[src/design/tmm_pkg.sv]
// Shared types and constants of the tiny memory machine core.
package tmm_pkg;

    localparam logic [1:0] CMD_LOAD    = 2'd0;
    localparam logic [1:0] CMD_EXEC    = 2'd1;
    localparam logic [1:0] CMD_RESTART = 2'd2;

    localparam logic [2:0] ST_RUN     = 3'd0;
    localparam logic [2:0] ST_TERM    = 3'd1;
    localparam logic [2:0] ST_END     = 3'd2;
    localparam logic [2:0] ST_NEGADDR = 3'd3;
    localparam logic [2:0] ST_DIVZERO = 3'd4;

    localparam logic [3:0] OP_VALUE  = 4'd0;
    localparam logic [3:0] OP_READ   = 4'd1;
    localparam logic [3:0] OP_WRITE  = 4'd2;
    localparam logic [3:0] OP_ASSIGN = 4'd3;
    localparam logic [3:0] OP_MOVE   = 4'd4;
    localparam logic [3:0] OP_LOAD   = 4'd5;
    localparam logic [3:0] OP_STORE  = 4'd6;
    localparam logic [3:0] OP_ADD    = 4'd7;
    localparam logic [3:0] OP_SUB    = 4'd8;
    localparam logic [3:0] OP_MUL    = 4'd9;
    localparam logic [3:0] OP_MOD    = 4'd10;
    localparam logic [3:0] OP_EQ     = 4'd11;
    localparam logic [3:0] OP_LESS   = 4'd12;
    localparam logic [3:0] OP_JUMP   = 4'd13;
    localparam logic [3:0] OP_JUMPIF = 4'd14;
    localparam logic [3:0] OP_TERM   = 4'd15;

    // read address select
    localparam logic [2:0] RD_PC  = 3'd0;
    localparam logic [2:0] RD_B   = 3'd1;
    localparam logic [2:0] RD_C   = 3'd2;
    localparam logic [2:0] RD_A   = 3'd3;
    localparam logic [2:0] RD_PTR = 3'd4;

    typedef enum logic [9:0] {
        S_IDLE  = 10'b0000000001,
        S_FETCH = 10'b0000000010,
        S_RB    = 10'b0000000100,
        S_RC    = 10'b0000001000,
        S_RA    = 10'b0000010000,
        S_RP    = 10'b0000100000,
        S_WP    = 10'b0001000000,
        S_DGO   = 10'b0010000000,
        S_DWAIT = 10'b0100000000,
        S_WB    = 10'b1000000000
    } state_t;

    typedef struct packed {
        logic       capture;
        logic [2:0] rd_sel;
        logic       lat_cell;
        logic       lat_vb;
        logic       lat_vc;
        logic       lat_va;
        logic       lat_vp;
        logic       div_start;
        logic       commit;
    } ctl_t;

    typedef struct packed {
        logic exec_go;
        logic div_need;
        logic div_done;
        logic busy_out;
    } dp_stat_t;

endpackage

[src/design/tmm_ctrl.sv]
// Sequencer for fetch, operand reads, remainder and write-back.
module tmm_ctrl (
    input  logic              clk,
    input  logic              rst_n,
    input  logic              in_valid,
    output logic              in_ready,
    input  tmm_pkg::dp_stat_t st,
    output tmm_pkg::ctl_t     ctl
);

    tmm_pkg::state_t state_reg;
    tmm_pkg::state_t state_next;

    assign in_ready = (state_reg == tmm_pkg::S_IDLE) && !st.busy_out;

    always_comb
    begin
        state_next = state_reg;
        ctl        = '0;
        ctl.rd_sel = tmm_pkg::RD_PC;
        unique case (state_reg)
            tmm_pkg::S_IDLE:
            begin
                if (in_valid && in_ready)
                begin
                    ctl.capture = 1'b1;
                    state_next  = tmm_pkg::S_FETCH;
                end
            end
            tmm_pkg::S_FETCH:
            begin
                ctl.lat_cell = 1'b1;
                state_next   = st.exec_go ? tmm_pkg::S_RB : tmm_pkg::S_WB;
            end
            tmm_pkg::S_RB:
            begin
                ctl.rd_sel = tmm_pkg::RD_B;
                state_next = tmm_pkg::S_RC;
            end
            tmm_pkg::S_RC:
            begin
                ctl.rd_sel = tmm_pkg::RD_C;
                ctl.lat_vb = 1'b1;
                state_next = tmm_pkg::S_RA;
            end
            tmm_pkg::S_RA:
            begin
                ctl.rd_sel = tmm_pkg::RD_A;
                ctl.lat_vc = 1'b1;
                state_next = tmm_pkg::S_RP;
            end
            tmm_pkg::S_RP:
            begin
                ctl.rd_sel = tmm_pkg::RD_PTR;
                ctl.lat_va = 1'b1;
                state_next = tmm_pkg::S_WP;
            end
            tmm_pkg::S_WP:
            begin
                ctl.lat_vp = 1'b1;
                state_next = st.div_need ? tmm_pkg::S_DGO : tmm_pkg::S_WB;
            end
            tmm_pkg::S_DGO:
            begin
                ctl.div_start = 1'b1;
                state_next    = tmm_pkg::S_DWAIT;
            end
            tmm_pkg::S_DWAIT:
            begin
                if (st.div_done)
                begin
                    state_next = tmm_pkg::S_WB;
                end
            end
            tmm_pkg::S_WB:
            begin
                ctl.commit = 1'b1;
                state_next = tmm_pkg::S_IDLE;
            end
            default:
            begin
                state_next = tmm_pkg::S_IDLE;
            end
        endcase
    end

    always_ff @(posedge clk or negedge rst_n)
    begin
        if (!rst_n)
        begin
            state_reg <= tmm_pkg::S_IDLE;
        end
        else
        begin
            state_reg <= state_next;
        end
    end

endmodule

[config.mk]
export PLATFORM = sky130hd
export DESIGN_NAME = tmm_ctrl
export DESIGN_NICKNAME = d
export VERILOG_FILES = /design/src/design/tmm_pkg.sv /design/src/design/tmm_ctrl.sv
export SDC_FILE = /design/constraint.sdc
export NUM_CORES = 1
export LEC_CHECK = 0
export BUFFER_PORTS_ARGS = -buffer_cell sky130_fd_sc_hd__buf_2
export CAP_MARGIN = 20
export CORE_MARGIN = 3
export CORE_UTILIZATION = 40
export DETAILED_ROUTE_END_ITERATION = 8
export MAX_ROUTING_LAYER = met4
export REMOVE_ABC_BUFFERS = 1
export SLEW_MARGIN = 10
export SYNTH_ARGS = -nofsm -noshare
export SYNTH_HDL_FRONTEND = slang
export SYNTH_SLANG_ARGS = --single-unit
[constraint.sdc]
create_clock -name clk -period 6.97 [get_ports clk]
set_clock_uncertainty 0.2 [all_clocks]
set_input_delay 1.394 -clock clk [delete_from_list [all_inputs] [get_ports clk]]
set_output_delay 1.394 -clock clk [all_outputs]
set_load 0.01 [all_outputs]
Word level (Yosys, flattened, before mapping)

Cells that the tools add are included.

Add/sub/neg operators: 0
$mul: 0
Div/mod/pow operators: 0
$lt $le $gt $ge: 0
Eq/ne operators: 12
Shift operators: 0
Mux-type cells: 15
Bitwise gates (word level): 0
Reductions and logical operators: 4

Operators by type and width:

| kind                                                             | count |
|---|---|
| 10-bit one-hot mux with 9 select lines                           | 1 |
| 10-bit 2-to-1 mux                                                | 4 |
| 3-bit one-hot mux with 4 select lines                            | 1 |
| 10-bit by 1-bit == test with 1-bit output, second input constant | 1 |
| 10-bit == test, second input constant                            | 1 |
| 10-bit by 2-bit == test with 1-bit output, second input constant | 1 |
| 10-bit by 3-bit == test with 1-bit output, second input constant | 1 |
| 10-bit by 4-bit == test with 1-bit output, second input constant | 1 |
| 10-bit by 5-bit == test with 1-bit output, second input constant | 1 |
| 10-bit by 6-bit == test with 1-bit output, second input constant | 1 |
| 10-bit by 7-bit == test with 1-bit output, second input constant | 1 |
| 10-bit by 8-bit == test with 1-bit output, second input constant | 1 |
| 10-bit by 9-bit == test with 1-bit output, second input constant | 1 |
| 1-bit 2-to-1 mux                                                 | 9 |
| 1-bit logical AND                                                | 2 |
| 2-bit by 1-bit != test with 1-bit output, second input constant  | 1 |
| 2-bit != test, second input constant                             | 1 |
| 2-bit AND reduction                                              | 1 |
| 1-bit logical NOT                                                | 1 |

Register bits after elaboration: 10
Bits in latches: 0
RAM bits: 0
ROM bits: 0
Input bits: 7
Output and inout bits: 12
Word-level logic and storage cells: 32
Memories: 0

Longest topological paths before layout

Word-level depth: 5
Depth in mapped cells: 5
Gate-level depth less buffers: 4

Least setup slack after synthesis

No wires, ideal clock.

Path kind: reg2out
Start: register state_reg[6]
End: output port ctl[5] in the netlist's numbering
Arrival: 1985 ps
Data required time: 5376 ps
Path slack: 3391 ps
Cell stages (with the launch flop): 5
Buffers on the path: 1
Path through: dfrtp_1 > or4_4 > or4_4 > buf_6 > nor4b_1

RTL lines:

| what                   | RTL line       | text |
|---|---|---|
| start, declared        | tmm_ctrl.sv:11 | `tmm_pkg::state_t state_reg;` |
| start signal, assigned | tmm_ctrl.sv:91 | `state_reg <= tmm_pkg::S_IDLE;` |
| start signal, assigned | tmm_ctrl.sv:95 | `state_reg <= state_next;` |
| end, declared          | tmm_ctrl.sv:8  | `output tmm_pkg::ctl_t ctl` |

==> metrics.csv <==
metric,value,unit
status,finished clean,
cts_root_buffer,clkbuf_4,
utilization,53.94,%
postSynthCellCount,66,
start_util,45.35,%
finalInstanceArea,754.5,µm²
synth_xor_area_share,4.142,%
cts_setup_buffers,0,
relSlewSlack,65.25,%
antennaDiodeCount,0,
grt_pass1_wl,2235,µm
drive_above_1_share,34.52,%
crit_chain,or4_4 > or4_4 > nor4b_4 > or2_1 > buf_2,
worstReg2RegEnd,state_reg[6],
core_area,0.001399,mm²
postPlaceCellArea,718.2,µm²
routed_wl,1304,µm
synth_top_family_by_area,simple AND/OR/NAND/NOR gates,
clk_latency,270,ps
final-setup-viol-count,0,
end_kind,output pin,
largest_reg_flops,10,
path_class,reg -> out,
yosys.area_share.adder,0,%
io_pins,19,
clock-sinks,10,
synth_edf_count,0,
max_freq,260.6,MHz
place_inst,95,
maxSlewViolCount,0,
dr.pass1.iters,4,
p_per_area,232.9,mW/mm²
route.vias.total,588,
synth-simple-area-share,42.80,%
synth_mux_area_share,0,%
cp_max_fo,8,
crit_buf_inv,1,
fin_crit_sh,55.05,%
cp.depth,5,
cts_buffers,3,
crit_top_cell,or4_4,
worstRegToRegCells,3,
drtAntennaViolNets,0,
yosys-top-cells-area,"dfrtp_1 (36%), nor4b_1 (9.7%), nor2b_1 (5.9%), dfstp_2 (4.1%), nor2_1 (4.1%)",
synth_compound_area_share,9.467,%
required,5380,ps
critPathLaunchType,flop,
die-area,0.002100,mm²
synth.top_cell.area_share,35.50,%
stdcell_count,99,
syn_area_per_cell,9.611,µm²
r2r-start,state_reg[6],
grt_pass1_vias,502,
cts_buffer_depth,2,
portBuffers,18,
path_clk_slew,60,ps
synth_cell_types,27,
yosys.area.top_type,dfrtp_1,
finalSetupTns,0,ps
hold_viol,0,
drc,0,
cp_slowest_cell,or4_4,
globalplace.congestion,0.7549,
min_period,3837,ps
cp-endpoint,ctl[7],
hold_class,reg -> reg,
synth_most_common_cell,dfrtp_1,
vdd_drop_max,0.1022,mV
setup_ws,3133,ps
hold_buffers,0,
cp_slowest_stage_delay,570,ps
cts-resized-gates,0,
dp_hpwl,973.3,µm
critPathTopFamily,simple AND/OR/NAND/NOR gates,
htree_levels,1,
nets,92,
timing.hold.ws,403.3,ps
area_delta_synth_final,18.94,%
synth-seq-cells,10,
viasPerCell,5.939,
arrival,2240,ps
worst_pin_slew,517.2,ps
grt_max_degree,12,
rsz0062_at_grt,false,
cts_tree,built,
ys_top_cells_by_count,"dfrtp_1 (9), nor2_1 (7), nor4b_1 (7), nor2b_1 (6), nor3_1 (5)",
gr-total-overflow,0,
rrSetupSlack,4890,ps
die_h,45.83,µm
startpoint,state_reg[6],
power.total,0.1757,mW
post_drt_wl_per_cell,13.17,µm
yosysSeqAreaShare,39.64,%
antenna_found_initial,0,
track_usage,16.00,%
maxCapViolations,0,
async_reset_ff_share,100.0,%
synth-main-ff-cell,dfrtp_1,
die_w,45.83,µm
place_ws,3424,ps
syn_area,634.4,µm²
rows,13,
ys.warnings.count,0,
drtIter0Drc,15,
p_leak,0.3447,nW
## per-layer routing
| metal | wire length, µm | share of wire (%) | up-vias | GRT usage, % |
|---|---|---|---|---|
| li1 | - | - | 282 | - |
| met1 | 575 | 44 | 289 | 18.90 |
| met2 | 618 | 47 | 12 | 22.56 |
| met3 | 77 | 5.9 | 5 | 5.929 |
| met4 | 33 | 2.5 | 0 | 10.23 |
| met5 | 0 | 0 | - | - |
## power breakdown
group          switching, mW  leakage [nW]  internal, mW
clock network         0.0218        0.0210        0.0318
logic                 0.0300         0.188        0.0205
registers            0.00677         0.136        0.0648
total                 0.0586         0.345         0.117
## area by class of cell
class	instances	area (µm²)
Fill cell	129	644.4
Multi-Input combinational cell	52	357.8
Sequential cell	10	251.5
Timing Repair Buffer	18	90.09
Clock buffer	4	36.28
Tap cell	15	18.77
## placed cells by master, fill, tap and decap left out, drive strengths merged, types with 2 or more instances in the layout
| cell type | n |
|---|---|
| dfrtp | 9 |
| or4 | 2 |
| nor2 | 7 |
| nor4b | 8 |
| xnor2 | 2 |
| nor2b | 6 |
| nand2 | 3 |
| buf | 18 |
| nand3 | 3 |
| o22ai | 2 |
| and2 | 2 |
| o21ai | 2 |
| clkbuf | 4 |
| nor3 | 5 |
## how the worst min path moves through the flow
stage	endpoint	depth (start not counted)	startpoint
6_report	state_reg[3]	2	state_reg[2]
5_1_grt	state_reg[3]	2	state_reg[2]
4_1_cts	state_reg[3]	2	state_reg[2]
3_5_place_dp	state_reg[3]	2	state_reg[2]
3_3_place_gp	state_reg[3]	2	state_reg[2]
2_1_floorplan	state_reg[3]	2	state_reg[2]
## logic make-up after synthesis
| kind of cell | count (synthesis) |
|---|---|
| xor gates and xnor gates | 3 |
| buffers and inverters | 4 |
| and+or+nand+nor | 40 |
| AOI/OAI and AO/OA | 9 |
| DFF | 10 |
## worst reg2reg max path, delay by kind of cell (launching register included)
family	cells	cell delay, ps
AND/OR/NAND/NOR	3	1360
flip-flops	1	420
No activity file was read; power rests on OpenSTA's default activity.
